===== src/hdl/binary_blob_centroid_defines.svh =====
// Assertion macros shared by the blob centroid RTL.
`ifndef BINARY_BLOB_CENTROID_DEFINES_SVH
`define BINARY_BLOB_CENTROID_DEFINES_SVH

// Same-cycle implication, checked out of reset.
`define BBC_ASSERT_SAME(lbl, ante, cons, msg) \
    lbl: assert property (@(posedge i_clk) disable iff (!i_rst_n) (ante) |-> (cons)) \
        else $error(msg);

// Next-cycle implication, checked out of reset.
`define BBC_ASSERT_NEXT(lbl, ante, cons, msg) \
    lbl: assert property (@(posedge i_clk) disable iff (!i_rst_n) (ante) |=> (cons)) \
        else $error(msg);

`endif


===== src/hdl/bbc_pkg.sv =====
`default_nettype none

package bbc_pkg;

    localparam int SIZE_W  = 11;
    localparam int LEVEL_W = 8;
    localparam int SUM_W   = 30;
    localparam int CNT_W   = 21;
    localparam int CENT_W  = 10;

    typedef struct packed {
        logic [SUM_W-1:0] col_sum;
        logic [SUM_W-1:0] row_sum;
        logic [CNT_W-1:0] count;
        logic             frame_end;
    } t_acc_out;

endpackage

`default_nettype wire


===== src/hdl/bbc_accum.sv =====
`default_nettype none

module bbc_accum #(
    parameter int MAX_COLS = 1024,
    parameter int MAX_ROWS = 1024
) (
    input  wire logic                       i_clk,
    input  wire logic                       i_rst_n,
    input  wire logic                       i_step,
    input  wire logic                       i_clear,
    input  wire logic [bbc_pkg::LEVEL_W-1:0] i_level,
    input  wire logic [bbc_pkg::LEVEL_W-1:0] i_threshold,
    input  wire logic [bbc_pkg::SIZE_W-1:0]  i_width,
    input  wire logic [bbc_pkg::SIZE_W-1:0]  i_height,
    output bbc_pkg::t_acc_out                o_acc
);
    import bbc_pkg::*;

    localparam int PWC = $clog2(MAX_COLS);
    localparam int PWR = $clog2(MAX_ROWS);
    localparam int CWC = $clog2(MAX_COLS + 1);
    localparam int CWR = $clog2(MAX_ROWS + 1);
    localparam int EWC = (CWC > SIZE_W) ? CWC : SIZE_W;
    localparam int EWR = (CWR > SIZE_W) ? CWR : SIZE_W;

    logic [PWC-1:0]   r_col, n_col;
    logic [PWR-1:0]   r_row, n_row;
    logic [SUM_W-1:0] r_col_sum, n_col_sum;
    logic [SUM_W-1:0] r_row_sum, n_row_sum;
    logic [CNT_W-1:0] r_count, n_count;

    logic [EWC-1:0] width_ext, eff_w, col_inc;
    logic [EWR-1:0] height_ext, eff_h, row_inc;
    logic           row_end, frame_end, hit;

    always_comb begin
        width_ext  = EWC'(i_width);
        height_ext = EWR'(i_height);
        if (width_ext == '0) begin
            eff_w = EWC'(1);
        end else if (width_ext > EWC'(MAX_COLS)) begin
            eff_w = EWC'(MAX_COLS);
        end else begin
            eff_w = width_ext;
        end
        if (height_ext == '0) begin
            eff_h = EWR'(1);
        end else if (height_ext > EWR'(MAX_ROWS)) begin
            eff_h = EWR'(MAX_ROWS);
        end else begin
            eff_h = height_ext;
        end
        col_inc   = EWC'(r_col) + EWC'(1);
        row_inc   = EWR'(r_row) + EWR'(1);
        row_end   = col_inc >= eff_w;
        frame_end = row_end && (row_inc >= eff_h);
        hit       = i_level > i_threshold;
    end

    always_comb begin
        n_col     = r_col;
        n_row     = r_row;
        n_col_sum = r_col_sum;
        n_row_sum = r_row_sum;
        n_count   = r_count;
        if (i_clear) begin
            n_col_sum = '0;
            n_row_sum = '0;
            n_count   = '0;
        end else if (i_step) begin
            if (hit) begin
                n_col_sum = r_col_sum + SUM_W'(r_col);
                n_row_sum = r_row_sum + SUM_W'(r_row);
                n_count   = r_count + CNT_W'(1);
            end
            if (!row_end) begin
                n_col = col_inc[PWC-1:0];
            end else begin
                n_col = '0;
                n_row = frame_end ? '0 : row_inc[PWR-1:0];
            end
        end
    end

    always_ff @(posedge i_clk) begin
        if (!i_rst_n) begin
            r_col     <= '0;
            r_row     <= '0;
            r_col_sum <= '0;
            r_row_sum <= '0;
            r_count   <= '0;
        end else begin
            r_col     <= n_col;
            r_row     <= n_row;
            r_col_sum <= n_col_sum;
            r_row_sum <= n_row_sum;
            r_count   <= n_count;
        end
    end

    assign o_acc.col_sum   = r_col_sum;
    assign o_acc.row_sum   = r_row_sum;
    assign o_acc.count     = r_count;
    assign o_acc.frame_end = frame_end;

endmodule

`default_nettype wire


===== src/hdl/bbc_div.sv =====
`default_nettype none

module bbc_div (
    input  wire logic                     i_clk,
    input  wire logic                     i_rst_n,
    input  wire logic                     i_start,
    input  wire logic [bbc_pkg::SUM_W-1:0] i_dividend,
    input  wire logic [bbc_pkg::CNT_W-1:0] i_divisor,
    output logic                          o_done,
    output logic [bbc_pkg::SUM_W-1:0]     o_quotient
);
    import bbc_pkg::*;

    localparam int ITER_W = $clog2(SUM_W);

    logic              r_busy, n_busy;
    logic              r_done, n_done;
    logic [ITER_W-1:0] r_cnt, n_cnt;
    logic [CNT_W-1:0]  r_rem, n_rem;
    logic [CNT_W-1:0]  r_dvs, n_dvs;
    logic [SUM_W-1:0]  r_quo, n_quo;
    logic [CNT_W:0]    shifted, diff;
    logic              fits;

    always_comb begin
        shifted = {r_rem, r_quo[SUM_W-1]};
        diff    = shifted - {1'b0, r_dvs};
        fits    = shifted >= {1'b0, r_dvs};
    end

    always_comb begin
        n_busy = r_busy;
        n_done = 1'b0;
        n_cnt  = r_cnt;
        n_rem  = r_rem;
        n_dvs  = r_dvs;
        n_quo  = r_quo;
        if (i_start) begin
            n_busy = 1'b1;
            n_cnt  = ITER_W'(SUM_W - 1);
            n_rem  = '0;
            n_dvs  = i_divisor;
            n_quo  = i_dividend;
        end else if (r_busy) begin
            n_rem = fits ? diff[CNT_W-1:0] : shifted[CNT_W-1:0];
            n_quo = {r_quo[SUM_W-2:0], fits};
            n_cnt = r_cnt - ITER_W'(1);
            if (r_cnt == '0) begin
                n_busy = 1'b0;
                n_done = 1'b1;
            end
        end
    end

    always_ff @(posedge i_clk) begin
        if (!i_rst_n) begin
            r_busy <= 1'b0;
            r_done <= 1'b0;
            r_cnt  <= '0;
        end else begin
            r_busy <= n_busy;
            r_done <= n_done;
            r_cnt  <= n_cnt;
        end
        r_rem <= n_rem;
        r_dvs <= n_dvs;
        r_quo <= n_quo;
    end

    assign o_done     = r_done;
    assign o_quotient = r_quo;

    `include "binary_blob_centroid_defines.svh"

    `BBC_ASSERT_SAME(a_div_start_idle, i_start, !r_busy, "divider restarted while busy")
    `BBC_ASSERT_NEXT(a_div_last_done, r_busy && r_cnt == '0 && !i_start, r_done, "no done after last step")
    `BBC_ASSERT_SAME(a_div_done_idle, r_done, !r_busy, "done raised while busy")

endmodule

`default_nettype wire


===== src/hdl/binary_blob_centroid.sv =====
// Binary blob centroid.
// Input channel (i_in_valid / o_in_ready) takes one 8-bit pixel per item in
// raster order; column and row are tracked inside from frame_width and
// frame_height. Pixels strictly above level_threshold are foreground.
// Output channel (o_out_valid / i_out_ready) gives one item per frame: mean
// column, mean row, foreground count and an empty-frame flag.
// The last pixel of a frame starts two 30-step divisions on one shared
// restoring divider, one quotient bit per cycle; o_in_ready is low until
// the result is loaded. An empty frame skips the divider and its result is
// loaded straight from the S_START state.
// The result sits in an output register; pixels keep flowing while it waits,
// except that the last pixel of the next frame is held off until it is taken.
// Registers sit on the APB port at 0x0 (width), 0x4 (height), 0x8 (threshold).
// Synchronous active-low reset restores 640x480, threshold 1, and clears the
// position, sums and count.
`default_nettype none

module binary_blob_centroid #(
    parameter int MAX_COLS = 1024,
    parameter int MAX_ROWS = 1024
) (
    input  wire logic                        i_clk,
    input  wire logic                        i_rst_n,
    input  wire logic                        psel,
    input  wire logic                        penable,
    input  wire logic                        pwrite,
    input  wire logic [3:0]                  paddr,
    input  wire logic [31:0]                 pwdata,
    output logic [31:0]                      prdata,
    output logic                             pready,
    input  wire logic                        i_in_valid,
    output logic                             o_in_ready,
    input  wire logic [bbc_pkg::LEVEL_W-1:0] i_pixel_level,
    output logic                             o_out_valid,
    input  wire logic                        i_out_ready,
    output logic [bbc_pkg::CENT_W-1:0]       o_centroid_col,
    output logic [bbc_pkg::CENT_W-1:0]       o_centroid_row,
    output logic [bbc_pkg::CNT_W-1:0]        o_foreground_count,
    output logic                             o_empty_frame
);
    import bbc_pkg::*;

    localparam logic [1:0] REG_FRAME_WIDTH  = 2'd0;
    localparam logic [1:0] REG_FRAME_HEIGHT = 2'd1;
    localparam logic [1:0] REG_THRESHOLD    = 2'd2;

    typedef enum logic [3:0] {
        S_IDLE  = 4'b0001,
        S_START = 4'b0010,
        S_COL   = 4'b0100,
        S_ROW   = 4'b1000
    } t_state;

    t_state             r_state, n_state;
    logic [SIZE_W-1:0]  r_frame_width, r_frame_height;
    logic [LEVEL_W-1:0] r_threshold;
    logic [CENT_W-1:0]  r_col_q, n_col_q;
    logic               r_out_valid, n_out_valid;
    logic [CENT_W-1:0]  r_out_col, n_out_col;
    logic [CENT_W-1:0]  r_out_row, n_out_row;
    logic [CNT_W-1:0]   r_out_cnt, n_out_cnt;
    logic               r_out_empty, n_out_empty;

    t_acc_out           acc;
    logic               in_accept, apb_write, load_out, clear_acc;
    logic               div_start, div_done;
    logic [SUM_W-1:0]   div_dividend, div_quotient;
    logic [1:0]         reg_idx;

    assign reg_idx   = paddr[3:2];
    assign pready    = 1'b1;
    assign apb_write = psel && penable && pwrite;

    always_ff @(posedge i_clk) begin
        if (!i_rst_n) begin
            r_frame_width  <= SIZE_W'(640);
            r_frame_height <= SIZE_W'(480);
            r_threshold    <= LEVEL_W'(1);
        end else if (apb_write) begin
            case (reg_idx)
                REG_FRAME_WIDTH:  r_frame_width  <= pwdata[SIZE_W-1:0];
                REG_FRAME_HEIGHT: r_frame_height <= pwdata[SIZE_W-1:0];
                REG_THRESHOLD:    r_threshold    <= pwdata[LEVEL_W-1:0];
                default: begin
                end
            endcase
        end
    end

    always_comb begin
        case (reg_idx)
            REG_FRAME_WIDTH:  prdata = 32'(r_frame_width);
            REG_FRAME_HEIGHT: prdata = 32'(r_frame_height);
            REG_THRESHOLD:    prdata = 32'(r_threshold);
            default:          prdata = '0;
        endcase
    end

    assign o_in_ready = (r_state == S_IDLE) && !(r_out_valid && acc.frame_end);
    assign in_accept  = i_in_valid && o_in_ready;

    bbc_accum #(
        .MAX_COLS (MAX_COLS),
        .MAX_ROWS (MAX_ROWS)
    ) u_accum (
        .i_clk       (i_clk),
        .i_rst_n     (i_rst_n),
        .i_step      (in_accept),
        .i_clear     (clear_acc),
        .i_level     (i_pixel_level),
        .i_threshold (r_threshold),
        .i_width     (r_frame_width),
        .i_height    (r_frame_height),
        .o_acc       (acc)
    );

    bbc_div u_div (
        .i_clk      (i_clk),
        .i_rst_n    (i_rst_n),
        .i_start    (div_start),
        .i_dividend (div_dividend),
        .i_divisor  (acc.count),
        .o_done     (div_done),
        .o_quotient (div_quotient)
    );

    always_comb begin
        n_state      = r_state;
        n_col_q      = r_col_q;
        div_start    = 1'b0;
        div_dividend = acc.col_sum;
        load_out     = 1'b0;
        n_out_col    = r_out_col;
        n_out_row    = r_out_row;
        n_out_cnt    = r_out_cnt;
        n_out_empty  = r_out_empty;
        n_out_valid  = r_out_valid && !i_out_ready;
        case (r_state)
            S_IDLE: begin
                if (in_accept && acc.frame_end) begin
                    n_state = S_START;
                end
            end
            S_START: begin
                if (acc.count == '0) begin
                    load_out    = 1'b1;
                    n_out_col   = '0;
                    n_out_row   = '0;
                    n_out_cnt   = '0;
                    n_out_empty = 1'b1;
                    n_state     = S_IDLE;
                end else begin
                    div_start = 1'b1;
                    n_state   = S_COL;
                end
            end
            S_COL: begin
                if (div_done) begin
                    n_col_q      = div_quotient[CENT_W-1:0];
                    div_start    = 1'b1;
                    div_dividend = acc.row_sum;
                    n_state      = S_ROW;
                end
            end
            S_ROW: begin
                if (div_done) begin
                    load_out    = 1'b1;
                    n_out_col   = r_col_q;
                    n_out_row   = div_quotient[CENT_W-1:0];
                    n_out_cnt   = acc.count;
                    n_out_empty = 1'b0;
                    n_state     = S_IDLE;
                end
            end
            default: n_state = S_IDLE;
        endcase
        if (load_out) begin
            n_out_valid = 1'b1;
        end
    end

    assign clear_acc = load_out;

    always_ff @(posedge i_clk) begin
        if (!i_rst_n) begin
            r_state     <= S_IDLE;
            r_out_valid <= 1'b0;
        end else begin
            r_state     <= n_state;
            r_out_valid <= n_out_valid;
        end
        r_col_q     <= n_col_q;
        r_out_col   <= n_out_col;
        r_out_row   <= n_out_row;
        r_out_cnt   <= n_out_cnt;
        r_out_empty <= n_out_empty;
    end

    assign o_out_valid        = r_out_valid;
    assign o_centroid_col     = r_out_col;
    assign o_centroid_row     = r_out_row;
    assign o_foreground_count = r_out_cnt;
    assign o_empty_frame      = r_out_empty;

    `include "binary_blob_centroid_defines.svh"

    `BBC_ASSERT_SAME(a_out_no_overwrite, load_out, !r_out_valid, "result loaded over a pending item")
    `BBC_ASSERT_NEXT(a_frame_end_seq, in_accept && acc.frame_end, r_state == S_START, "frame end not sequenced")
    `BBC_ASSERT_SAME(a_empty_zero, r_out_valid && r_out_empty, r_out_col == '0 && r_out_row == '0 && r_out_cnt == '0, "empty frame with nonzero fields")

endmodule

`default_nettype wire

===== config.mk =====
export PLATFORM = sky130hd
export DESIGN_NAME = binary_blob_centroid
export DESIGN_NICKNAME = d
export VERILOG_FILES = /design/src/hdl/bbc_pkg.sv /design/src/hdl/bbc_accum.sv /design/src/hdl/bbc_div.sv /design/src/hdl/binary_blob_centroid.sv
export VERILOG_INCLUDE_DIRS = /design/src /design/src/hdl
export SDC_FILE = /design/constraint.sdc
export NUM_CORES = 1
export LEC_CHECK = 0
export ABC_AREA = 1
export BUFFER_PORTS_ARGS = -buffer_cell sky130_fd_sc_hd__buf_2
export CORE_MARGIN = 1
export CORE_UTILIZATION = 54
export CTS_BUF_LIST = sky130_fd_sc_hd__clkbuf_8
export DETAILED_ROUTE_END_ITERATION = 8
export PLACE_DENSITY = 0.76
export SYNTH_ARGS = -nofsm -noshare
export SYNTH_HDL_FRONTEND = slang
export SYNTH_HIERARCHICAL = 1
export SYNTH_SLANG_ARGS = --single-unit
export TNS_END_PERCENT = 5

===== constraint.sdc =====
create_clock -name i_clk -period 3.7 [get_ports i_clk]
set_clock_uncertainty 0.2 [all_clocks]
set_input_delay 0.185 -clock i_clk [delete_from_list [all_inputs] [get_ports i_clk]]
set_output_delay 0.185 -clock i_clk [all_outputs]
set_load 0.01 [all_outputs]

* Word-level counts from Yosys, hierarchy flattened *
Cells that the tools add are included.

word-level totals
  register bits after elaboration = 267
  bits of input ports = 51
  word-level logic and storage cells = 117

cells by class
  multiplexer cells = 40
  bitwise operators = 3
  magnitude comparators = 6
  add/subtract/negate cells = 7
  equality and inequality tests = 10
  reductions and logical operators = 29

operators by type and width
  cell                                                   number
  two-way mux 30 bit                                     4
  two-way mux 21 bit                                     3
  adder 30 x 10 -> 30 bit                                2
  two-way mux 10 bit                                     5
  two-way mux 11 bit                                     4
  one-hot mux 21 bit (2 select lines)                    1
  one-hot mux 10 bit (2 select lines)                    2
  one-hot mux 11 bit (3 select lines)                    1
  adder 10 x 1 -> 11 bit, second input constant          2
  >= comparator 11 bit                                   2
  >= comparator 22 x 21 -> 1 bit                         1
  greater-than comparator 11 bit, second input constant  2
  logical NOT 11 bit                                     2
  adder 21 x 1 -> 21 bit, second input constant          1
  logical NOT 21 bit                                     1
  subtractor 21 bit                                      1
  one-hot mux 4 bit (4 select lines)                     1
  two-way mux 4 bit                                      3
  AND reduction 2 bit                                    6
  two-way mux 1 bit                                      10
  two-way mux 5 bit                                      2
  AND reduction 3 bit                                    3
  greater-than comparator 8 bit                          1
  logical AND 1 bit                                      8
  other kinds (18)                                       27

* Logic depth before layout (Yosys ltp) *
Gate-level depths: netlist of the first run.

  depth in word-level cells = 12
  gate-level depth with buffers = 29
  gate-level depth less buffers = 26

* Modules after synthesis *
Netlist of the first run, hierarchy kept.

modules (own cells, without submodules)
  module                seq. area each (um^2)  area each (um^2)  cells each  times used
  bbc_accum             2021.9                 7454.6            1221        1
  bbc_div               2092.0                 4860.9            648         1
  binary_blob_centroid  2262.2                 4097.7            501         1

* Worst setup path before layout of the first run *
No wires, ideal clock.

  path type = register to register
  from = reg u_accum.r_col[0]
  to = reg u_accum.r_count[8]
  arrival time = 3344 ps
  required time = 3369 ps
  period minus slack after synthesis = 3675 ps
  cell stages (with the launch flop) = 25
  setup time = 131 ps
  path slack = 25 ps
  cell sequence = dfxtp_1 ha_1 nand3_1 nor2_1 inv_1 nor3_2 xor2_1 ha_1 inv_1 nor2_1 nand2_1 a21boi_0 nand2_1 o21ai_0 inv_1 buf_4 a21oi_1 and2_1 inv_1 a21oi_2 nand2_2 buf_6 buf_6 nor3_1 a21oi_1

between the ends
  cells in the longest elaborated chain, start to end = 8

RTL lines
  item                           RTL line                     RTL
  start, declared                bbc_accum.sv:26              logic [PWC-1:0] r_col, n_col;
  start signal, assigned         bbc_accum.sv:93              r_col <= n_col;
  adder 10 x 1 -> 11 bit         bbc_accum.sv:53              col_inc = EWC'(r_col) + EWC'(1);
  >= comparator 11 bit           bbc_accum.sv:55              row_end = col_inc >= eff_w;
  logical AND 1 bit              bbc_accum.sv:56              frame_end = row_end && (row_inc >= eff_h);
  net u_accum.frame_end          bbc_accum.sv:34              logic row_end, frame_end, hit;
  logical AND 1 bit              binary_blob_centroid.sv:99   assign o_in_ready = (r_state == S_IDLE) && !(r_out_valid && acc.frame_end);
  logical NOT 1 bit              binary_blob_centroid.sv:99
  logical AND 1 bit              binary_blob_centroid.sv:99
  net o_in_ready                 binary_blob_centroid.sv:32   output logic o_in_ready,
  logical AND 1 bit              binary_blob_centroid.sv:100  assign in_accept = i_in_valid && o_in_ready;
  net in_accept                  binary_blob_centroid.sv:65   logic in_accept, apb_write, load_out, clear_acc;
  AND reduction 2 bit (no line)  -
  end signal, assigned           bbc_accum.sv:97              r_count <= n_count;
  end, declared                  bbc_accum.sv:30              logic [CNT_W-1:0] r_count, n_count;

The timed path passes the listed nets, and every way through them passes these cells.
A chain may end at the register's enable or synchronous reset.

==> results of run 1 <==
==> Yosys cell counts, types with 3 or more instances <==
| cell type | number |
|---|---|
| nand3_1 | 148 |
| and2_1 | 4 |
| nand2_4 | 3 |
| ha_1 | 76 |
| edfxtp_1 | 103 |
| nor3_2 | 4 |
| a21oi_1 | 99 |
| a31oi_1 | 6 |
| clkinv_1 | 3 |
| a21oi_2 | 4 |
| clkbuf_1 | 21 |
| dfxtp_1 | 164 |
| nor2_2 | 9 |
| nor2_4 | 5 |
| nand2_2 | 11 |
| nor4_1 | 4 |
| nor2_1 | 294 |
| nor3b_1 | 3 |
| o21ai_0 | 55 |
| inv_1 | 314 |
| o21ai_1 | 15 |
| nand2_1 | 799 |
| o21bai_1 | 5 |
| xor2_1 | 23 |
| nand4_1 | 25 |
| buf_2 | 15 |
| buf_6 | 14 |
| buf_4 | 31 |
| nand3b_1 | 14 |
| nor3_1 | 26 |
| xnor2_1 | 24 |
| nand3_2 | 15 |
| a22o_1 | 3 |
| inv_2 | 8 |
| fa_1 | 3 |
==> state kept, by name, summed over array words and instances, names as in the netlist, 11 cells and up <==
| name | count |
|---|---|
| r_frame_width | 11 |
| u_div/r_rem | 21 |
| u_accum/r_col_sum | 30 |
| u_div/o_quotient | 30 |
| r_frame_height | 11 |
| u_accum/r_count | 21 |
| u_div/r_dvs | 21 |
| u_accum/r_row_sum | 30 |
| o_foreground_count | 21 |
==> worst max-delay path by stage <==
| stage | endpoint | slack [ns] | cells after the start |
|---|---|---|---|
| floorplan | u_accum/r_count[8] | 0.02 | 24 |
| global placement | u_accum/r_col_sum[16] | -0.11 | 21 |
| detailed placement | u_accum/r_col_sum[27] | -0.20 | 21 |
| CTS | u_accum/r_row_sum[27] | 0.002 | 21 |
| global route | u_accum/r_count[9] | -0.18 | 24 |
| finish | u_accum/r_row_sum[27] | 0.005 | 24 |
==> layout make-up <==
cell class / instances / area, um2 / share of cell area, %
Sequential cell: 267 / 6390 / 33.3
Multi-Input combinational cell: 1715 / 8670 / 45.2
Timing Repair Buffer: 188 / 1480 / 7.69
Clock buffer: 52 / 716 / 3.73
Clock inverter: 36 / 228 / 1.19
Tap cell: 390 / 488 / 2.54
Inverter: 326 / 1240 / 6.45
==> tightest hold or removal path, stage by stage <==
cell and delay, ns:
buf_2 0.10, nand3_1 0.09, inv_1 0.06, nand2_1 0.27
nand2_1 0.10, nand3_1 0.08
==> layer usage <==
metal,track usage [%],vias to the layer above
li1,-,7795
met1,37.9,7250
met2,44.8,615
met3,4.37,114
met4,11.2,0
met5,0,-
==> power breakdown <==
part	internal [mW]	total, mW	leakage [nW]	switching (mW)
Combinational	0.356	0.862	6.20	0.506
Sequential	3.10	3.16	2.16	0.0626
Clock	1.45	2.74	0.548	1.28
==> cell usage in the layout, fill, tap and decap left out, types with 52 or more instances in the layout <==
| cell type | instances |
|---|---|
| buf_4 | 65 |
| buf_2 | 82 |
| nor2_1 | 282 |
| nand2_1 | 790 |
| dfxtp_1 | 159 |
| nand3_1 | 144 |
| clkbuf_8 | 52 |
| ha_1 | 68 |
| edfxtp_1 | 103 |
| a21oi_1 | 92 |
| inv_1 | 324 |
==> through the flow <==
step                      util [%]  instance area (um2)  std cells
after floorplan                  -                16500       2390
after global placement        58.5                17400       2847
after detailed placement      58.5                17400       2847
after CTS                     63.2                18800       2967
after global routing          64.5                19200       2974
final                         64.5                19200       2974
==> kinds of logic (layout without fill, tap and decap cells) <==
family,Yosys count,count (layout),synth area share [%]
XOR/XNOR,47,47,2.51
buffers and inverters,408,602,10.9
AO/OA/AOI/OAI,198,198,6.48
AND/OR/NAND/NOR,1369,1369,35.1
adder cells (fa/ha/maj),79,79,6.16
other,2,22,0.0458
flip-flops,267,267,38.8
==> what timing repair did <==
action | CTS | global route
pin swaps | 6 | 22
endpoints found under the setup margin | 89 | 102
resized for setup | 22 | 70
hold buffers | 27 | 0
endpoints found under the hold margin | 47 | 0
cloned | 3 | 2
setup buffers | 2 | 5
==> impl_metrics.env, run 1 <==
export IMPL_cts_sinks=267
export IMPL_cts_max_level=2
export IMPL_fin_ws_ns=0.00525
export IMPL_n_fill_cell=2551
export IMPL_via_count=15800
export IMPL_worstMarginPinSlew_ns=0.997
export IMPL_maxCapViolCount=0
export IMPL_hold_worst_slack_ns=0.111
export IMPL_rows=63
export IMPL_yosysTopAreaCell="dfxtp_1"
export IMPL_outcome="completed"
export IMPL_r2r_start="r_frame_height[9]"
export IMPL_setup_tns_ns=0
export IMPL_cts_buffers_inserted=47
export IMPL_route_detailed_drc=0
export IMPL_nNetsFinal=2675
export IMPL_async_reset_ff_share_pct=0
export IMPL_hold_start="pwrite"
export IMPL_routabilityCongestion=1.02
export IMPL_ctsRootBufferMaster="clkbuf_8"
export IMPL_dr_pass1_iters=5
export IMPL_place_ws_ns=-0.199
export IMPL_start_util_pct=55.1
export IMPL_p_leak_nw=8.91
export IMPL_grt_start_max_net_pins=47
export IMPL_finalCritPeriodShare_pct=99.9
export IMPL_yosys_cell_types_count=50
export IMPL_pin_count=128
export IMPL_cts_tree="done"
export IMPL_port_buffers=82
export IMPL_synth_top_cells_by_area="dfxtp_1 20%, edfxtp_1 19%, nand2_1 18%, inv_1 7.2%, nor2_1 6.7%"
export IMPL_yosysWarningCount=6
export IMPL_path_max_fanout=12
export IMPL_final_hold_viol_count=0
export IMPL_area_growth_pct=17.0
export IMPL_yosys_register_bits=267
export IMPL_finalPower_mw=6.76
export IMPL_synth_area_per_cell_um2=6.93
export IMPL_cpMostUsedCell="nand2_1"
export IMPL_yosysTopAreaCellShare_pct=20.0
export IMPL_ys_seq_area_share_pct=38.8
export IMPL_wl_mm=44.8
export IMPL_die_width_um=176
export IMPL_insertion_delay_ns=0.60
export IMPL_worstRegToRegCells=24
export IMPL_drive_gt1_share_pct=13.7
export IMPL_via_per_inst=5.30
export IMPL_track_usage_pct=28.0
export IMPL_antenna_cells=0
export IMPL_critPathLaunchType="flip-flop"
export IMPL_top_layer_used="met4"
export IMPL_die_h_um=176
export IMPL_hp_class="input pin to flip-flop"
export IMPL_synthFlopType="dfxtp_1"
export IMPL_syn_inst=2370
export IMPL_criticalPathCategory="flip-flop to flip-flop"
export IMPL_grt_pass1_wl_mm=70.5
export IMPL_holdPathEnd="r_frame_width[7]"
export IMPL_crit_path_end_kind="flip-flop"
export IMPL_cp_num_buf_inv=6
export IMPL_slew_headroom_pct=33.3
export IMPL_whs_path_depth=6
export IMPL_wl_met3_mm=3.36
export IMPL_slew_violations=0
export IMPL_drt_iter0_drc=1393
export IMPL_regToRegSetupSlack_ns=0.005
export IMPL_critical_path_max_stage_delay_ns=0.33
export IMPL_pwr_density_cell_nw_per_um2=352
export IMPL_synth_area_um2=16400
export IMPL_drt_met1_wl_mm=19.2
export IMPL_cp_arrival_ns=3.97
export IMPL_r2r_end="u_accum/r_row_sum[27]"
export IMPL_synth_enable_flop_cells=103
export IMPL_grt_pass1_vias=14400
export IMPL_clkTransAtPathRegs_ns=0.06
export IMPL_hpwlAfterDp_mm=31.4
export IMPL_antenna_found_initial=0
export IMPL_cp_data_required_time_ns=3.98
export IMPL_route_met2_wl_mm=20.6
export IMPL_fmax_mhz=271
export IMPL_finalSetupViolCount=0
export IMPL_ant_nets=0
export IMPL_critPathLaunch="r_frame_height[9]"
export IMPL_wire_per_inst_um=15.1
export IMPL_ir_drop_uv=267
export IMPL_coreArea_um2=29800
export IMPL_final_min_clock_period_ns=3.69
export IMPL_path_delay_family="simple AND/OR/NAND/NOR gates"
export IMPL_crit_chain="nor4_2 > nand3_1 > nand2_2 > buf_6 > nand2_1 > ha_1 > nand2_1 > inv_1 > nand3_1 > nor2_1 > nand2_1 > nand3_2 > o21ai_2 > inv_2 > a21oi_2 > and2_4 > inv_2 > a21oi_4 > nand2_4 > clkinv_8 > bufbuf_16 > nand4_1 > nand2_1 > nor2_1"
export IMPL_globalRouteOverflowTotal=0
export IMPL_critPathSlowestCell="dfxtp_1"
export IMPL_rsz0062_at_grt="yes"
export IMPL_cts_buffer_depth=3
export IMPL_die_area_um2=31100
No activity file was read; power rests on OpenSTA's default activity.
==> inputs of run 2 (changes only) <==
Settings changed: CORE_UTILIZATION 54 to 25, PLACE_DENSITY 0.76 to default.
==> impl_metrics.env, run 2 (synthesized netlist as in run 1, its figures left out) <==
export IMPL_ant_nets=0
export IMPL_critPathLaunchType="flip-flop"
export IMPL_crit_path_end_kind="flip-flop"
export IMPL_drt_iter0_drc=854
export IMPL_pwr_density_cell_nw_per_um2=351
export IMPL_hpwlAfterDp_mm=33.1
export IMPL_final_common_cell="nand2_1"
export IMPL_finalPower_mw=7.08
export IMPL_hp_class="input pin to flip-flop"
export IMPL_cts_sinks=267
export IMPL_area_growth_pct=22.9
export IMPL_die_h_um=258
export IMPL_wire_per_inst_um=12.9
export IMPL_antenna_found_initial=0
export IMPL_route_detailed_drc=0
export IMPL_track_usage_pct=13.2
export IMPL_nNetsFinal=2713
export IMPL_final_hold_viol_count=0
export IMPL_clkTransAtPathRegs_ns=0.06
export IMPL_cp_data_required_time_ns=4.01
export IMPL_hold_worst_slack_ns=0.0630
export IMPL_rsz0062_at_grt="yes"
export IMPL_ctsRootBufferMaster="clkbuf_8"
export IMPL_die_area_um2=66700
export IMPL_outcome="completed"
export IMPL_grt_start_max_net_pins=46
export IMPL_cts_buffers_inserted=48
export IMPL_p_leak_nw=9.13
export IMPL_finalSetupViolCount=0
export IMPL_grt_pass1_wl_mm=71.7
export IMPL_slew_headroom_pct=49.1
export IMPL_critical_path_max_stage_delay_ns=0.34
export IMPL_port_buffers=82
export IMPL_via_count=15100
export IMPL_globalRouteOverflowTotal=0
export IMPL_maxCapViolCount=0
export IMPL_coreArea_um2=64700
export IMPL_final_min_clock_period_ns=3.69
export IMPL_start_util_pct=25.4
export IMPL_rows=93
export IMPL_worstMarginPinSlew_ns=0.760
export IMPL_cp_arrival_ns=4.00
export IMPL_wl_mm=44.9
export IMPL_pin_count=128
export IMPL_routabilityCongestion=0.869
export IMPL_slew_violations=0
export IMPL_critPathSlowestCell="dfxtp_2"
export IMPL_via_per_inst=4.35
export IMPL_ir_drop_uv=196
export IMPL_final_cell_mix="787 x nand2_1, 327 x inv_1, 275 x nor2_1"
export IMPL_cts_max_level=2
export IMPL_insertion_delay_ns=0.63
export IMPL_setup_tns_ns=0
export IMPL_criticalPathCategory="flip-flop to flip-flop"
export IMPL_fmax_mhz=271
export IMPL_path_max_fanout=8
export IMPL_finalCritPeriodShare_pct=99.7
export IMPL_dr_pass1_iters=5
export IMPL_die_width_um=258
export IMPL_cts_buffer_depth=3
export IMPL_cts_tree="done"
export IMPL_grt_pass1_vias=14100
export IMPL_drive_gt1_share_pct=15.2
==> run 2: changes by cell type in the layout (fill, tap and decap cells not counted), moves of 3 or more <==
cell / delta
nand3_1: -3
nand2_1: -3
nand3_2: +3
buf_6: +4
nand2_4: +3
bufinv_16: +3
clkbuf_8: +4
nor2_1: -7
clkinv_1: -5
nor2_2: +9
dlygate4sd3_1: +5
buf_4: +32
inv_1: +3
==> run 2: cell type report <==
| type | count | area (um2) |
|---|---|---|
| Sequential cell | 267 | 6380 |
| Inverter | 326 | 1230 |
| Antenna cell | 1 | 2.50 |
| Clock inverter | 34 | 289 |
| Tap cell | 855 | 1070 |
| Fill cell | 7034 | 44500 |
| Multi-Input combinational cell | 1715 | 8690 |
| Clock buffer | 56 | 771 |
| Timing Repair Buffer | 225 | 1730 |
==> run 2: stage by stage <==
step / worst slack (ns) / utilization, % / area (um2) / instances
after global routing: -0.220 / 31.2 / 20200 / 3478
after CTS: -0.0627 / 30.6 / 19800 / 3474
after global placement: -0.0878 / 28.1 / 18200 / 3335
final: 0.0107 / 31.2 / 20200 / 3479
after detailed placement: -0.127 / 28.1 / 18200 / 3335
after floorplan: 0.0247 / - / 16500 / 2390
==> run 2: timing repair <==
item                                    in CTS  in global routing
cloned                                       1                  2
pin swaps                                    9                 29
endpoints found under the hold margin       59                  0
resized for setup                           22                 83
buffers inserted                            16                  2
hold buffers                                32                  0
endpoints found under the setup margin      86                104
==> run 2: report_power, final <==
part / internal (mW) / switching (mW) / leakage (nW) / total (mW)
logic: 0.369 / 0.506 / 6.36 / 0.875
clock network: 1.74 / 1.31 / 0.606 / 3.05
registers: 3.10 / 0.0576 / 2.16 / 3.16
total: 5.21 / 1.87 / 9.13 / 7.08
==> run 2: worst paths after layout <==
check	from	endpoint	slack, ns	depth (start not counted)
max	u_accum/r_col[1]	u_accum/r_count[16]	0.01	27
min	pwrite	r_frame_width[7]	0.06	6
max reg2reg	u_accum/r_col[1]	u_accum/r_count[16]	0.01	27
min reg2reg	u_div/r_rem[13]	u_div/r_rem[13]	0.27	2
==> run 2: metal layers <==
layer	global-route usage (%)	vias up	wire, um
met5	0	-	0
met4	4.19	0	1170
met3	2.21	87	1980
met2	22.4	305	21200
met1	17.0	6854	20500
li1	-	7883	-
==> run 2: worst max-delay path, delay by kind of cell (launching register included) <==
family | cells | cell delay (ns)
compound gates | 4 | 0.41
xor+xnor | 1 | 0.18
fa+ha+maj | 1 | 0.34
buf+inv | 9 | 0.85
flops | 1 | 0.34
simple gates | 12 | 1.23
==> inputs of run 3 (changes only) <==
--- a/config.mk
+++ b/config.mk
@@ -10,5 +10,5 @@
 export BUFFER_PORTS_ARGS = -buffer_cell sky130_fd_sc_hd__buf_2
 export CORE_MARGIN = 1
-export CORE_UTILIZATION = 25
+export CORE_UTILIZATION = 30
 export CTS_BUF_LIST = sky130_fd_sc_hd__clkbuf_8
 export DETAILED_ROUTE_END_ITERATION = 8
==> constraint.sdc (replaced) <==
create_clock -name i_clk -period 3.7 [get_ports i_clk]
set_clock_uncertainty 0.2 [all_clocks]
set_input_delay 0.555 -clock i_clk [delete_from_list [all_inputs] [get_ports i_clk]]
set_output_delay 0.555 -clock i_clk [all_outputs]
set_load 0.01 [all_outputs]
==> impl_metrics.env, run 3 (synthesized netlist as in run 1, its figures left out) <==
export IMPL_outcome="completed"
export IMPL_grt_pass1_wl_mm=70.1
export IMPL_insertion_delay_ns=0.63
export IMPL_final_hold_viol_count=0
export IMPL_hold_start="i_out_ready"
export IMPL_swShare_pct=26.9
export IMPL_cts_sinks=267
export IMPL_fmax_mhz=272
export IMPL_cp_data_required_time_ns=2.94
export IMPL_cts_buffer_depth=3
export IMPL_seq_power_share_pct=46.2
export IMPL_start_util_pct=30.4
export IMPL_die_width_um=236
export IMPL_fin_area_um2=19400
export IMPL_hp_class="input pin to flip-flop"
export IMPL_hpwlAfterDp_mm=32.4
export IMPL_dr_pass1_iters=6
export IMPL_finalSetupViolCount=0
export IMPL_globalRouteOverflowTotal=0
export IMPL_ant_nets=0
export IMPL_finalPower_mw=6.83
export IMPL_drt_iter0_drc=898
export IMPL_track_usage_pct=15.5
export IMPL_n_fill_cell=5769
export IMPL_p_leak_nw=8.91
export IMPL_coreArea_um2=53900
export IMPL_grt_start_max_net_pins=46
export IMPL_antenna_found_initial=1
export IMPL_critPathLaunch="u_accum/r_col[1]"
export IMPL_final_cell_mix="791 x nand2_1, 327 x inv_1, 288 x nor2_1"
export IMPL_final_min_clock_period_ns=3.68
export IMPL_fin_ws_ns=0.0186
export IMPL_criticalPathCategory="flip-flop to primary output"
export IMPL_die_h_um=236
export IMPL_cts_tree="done"
export IMPL_wl_mm=43.8
export IMPL_r2r_start="u_accum/r_col[1]"
export IMPL_place_area_um2=17900
export IMPL_crit_path_end_kind="primary output"
export IMPL_final_common_cell="nand2_1"
export IMPL_pin_count=128
export IMPL_place_ws_ns=-0.203
export IMPL_rsz0062_at_grt="yes"
export IMPL_route_detailed_drc=0
export IMPL_rows=85
export IMPL_clkTransAtPathRegs_ns=0.06
export IMPL_worstMarginPinSlew_ns=1.00
export IMPL_slew_violations=0
export IMPL_port_buffers=82
export IMPL_critPathLaunchType="flip-flop"
export IMPL_drive_gt1_share_pct=13.6
export IMPL_nNetsFinal=2677
export IMPL_die_area_um2=55700
export IMPL_finalCritPeriodShare_pct=99.5
export IMPL_slew_headroom_pct=32.8
export IMPL_grt_pass1_vias=13700
export IMPL_cts_buffers_inserted=49
export IMPL_cp_arrival_ns=2.93
export IMPL_wire_per_inst_um=13.3
export IMPL_maxCapViolCount=0
export IMPL_via_count=14900
export IMPL_area_growth_pct=18.1
export IMPL_ctsRootBufferMaster="clkbuf_8"
export IMPL_combPwrFrac_pct=11.7
export IMPL_routabilityCongestion=0.893
export IMPL_worstRegToRegCells=28
export IMPL_path_max_fanout=3
export IMPL_p_sw_mw=1.84
export IMPL_fin_util_pct=35.9
export IMPL_whs_path_depth=5
export IMPL_dp_cells=3171
export IMPL_pwr_density_cell_nw_per_um2=352
export IMPL_clkPwrFrac_pct=42.0
export IMPL_ir_drop_uv=242
export IMPL_layout_cells_non_filler=3282
export IMPL_p_int_mw=4.99
export IMPL_via_per_inst=4.53
export IMPL_cts_max_level=2
run 3: cell count changes in the layout (fill, tap and decap cells not counted), sizes merged:
cell | previous run | this run
inv | 341 | 340
dlygate4sd3 | 32 | 11
clkbuf | 58 | 59
clkinv | 13 | 14
buf | 190 | 176
bufinv | 5 | 2
bufbuf | 1 | 0
run 3: area by class of cell:
class	count	area, um2	area share, %
Clock inverter	31	193	0.994
Sequential cell	267	6380	32.9
Inverter	326	1230	6.34
Antenna cell	1	2.50	0.0129
Multi-Input combinational cell	1715	8540	44.1
Tap cell	696	871	4.49
Timing Repair Buffer	188	1370	7.05
Clock buffer	58	798	4.12
run 3: power groups by stage:
stage | clock network, mW | registers [mW] | logic [mW]
detailed placement | 0 | 3.21 | 0.745
global route | 3.10 | 3.16 | 0.896
CTS | 2.97 | 3.15 | 0.758
floorplan | 0 | 3.20 | 0.525
global placement | 0 | 3.21 | 0.739
finish | 2.87 | 3.16 | 0.801
run 3: worst max-delay path, stage by stage (launching register included):
cell	delay, ns
dfxtp_4	0.37
buf_6	0.10
nand2_2	0.07
nor3_4	0.20
nand2_1	0.09
nor2_1	0.14
xor2_1	0.20
inv_2	0.09
ha_4	0.26
nand2_1	0.06
nor2_2	0.11
nand2_1	0.06
nor2_1	0.10
nor2_1	0.06
nand2_2	0.09
o21ai_4	0.07
inv_2	0.06
a21oi_2	0.05
buf_2	0.15
run 3: path summary, 6_finish.rpt:
check | endpoint | slack (ns)
hold reg to reg | u_div/r_rem[14] | 0.27
setup reg to reg | u_accum/r_col_sum[17] | 0.05
hold / removal | o_out_valid | 0.1
setup / recovery | o_in_ready | 0.02
run 3: metal layers:
metal  vias to the layer above  GRT usage (%)  wire (um)
li1                       7797              -          -
met1                      6734           20.4      20400
met2                       273           25.6      20400
met3                        60           2.53       1930
met4                         0           5.01        970
met5                         -              0          0
run 3: timing repair:
action,4_1_cts,5_1_grt
endpoints found under the hold margin,17,0
buffers inserted,1,9
endpoints found under the setup margin,102,102
resized for setup,20,36
pin swaps,12,24
cloned,0,1
hold buffers,11,0
run 3: stage by stage:
| step | setup TNS, ns | hold slack (ns) |
|---|---|---|
| after floorplan | 0 | 0.244 |
| after global placement | -4.98 | 0.260 |
| after detailed placement | -10.48 | 0.260 |
| after CTS | -0.142 | 0.0436 |
| after global routing | -14.45 | 0.108 |
| final | 0 | 0.0973 |
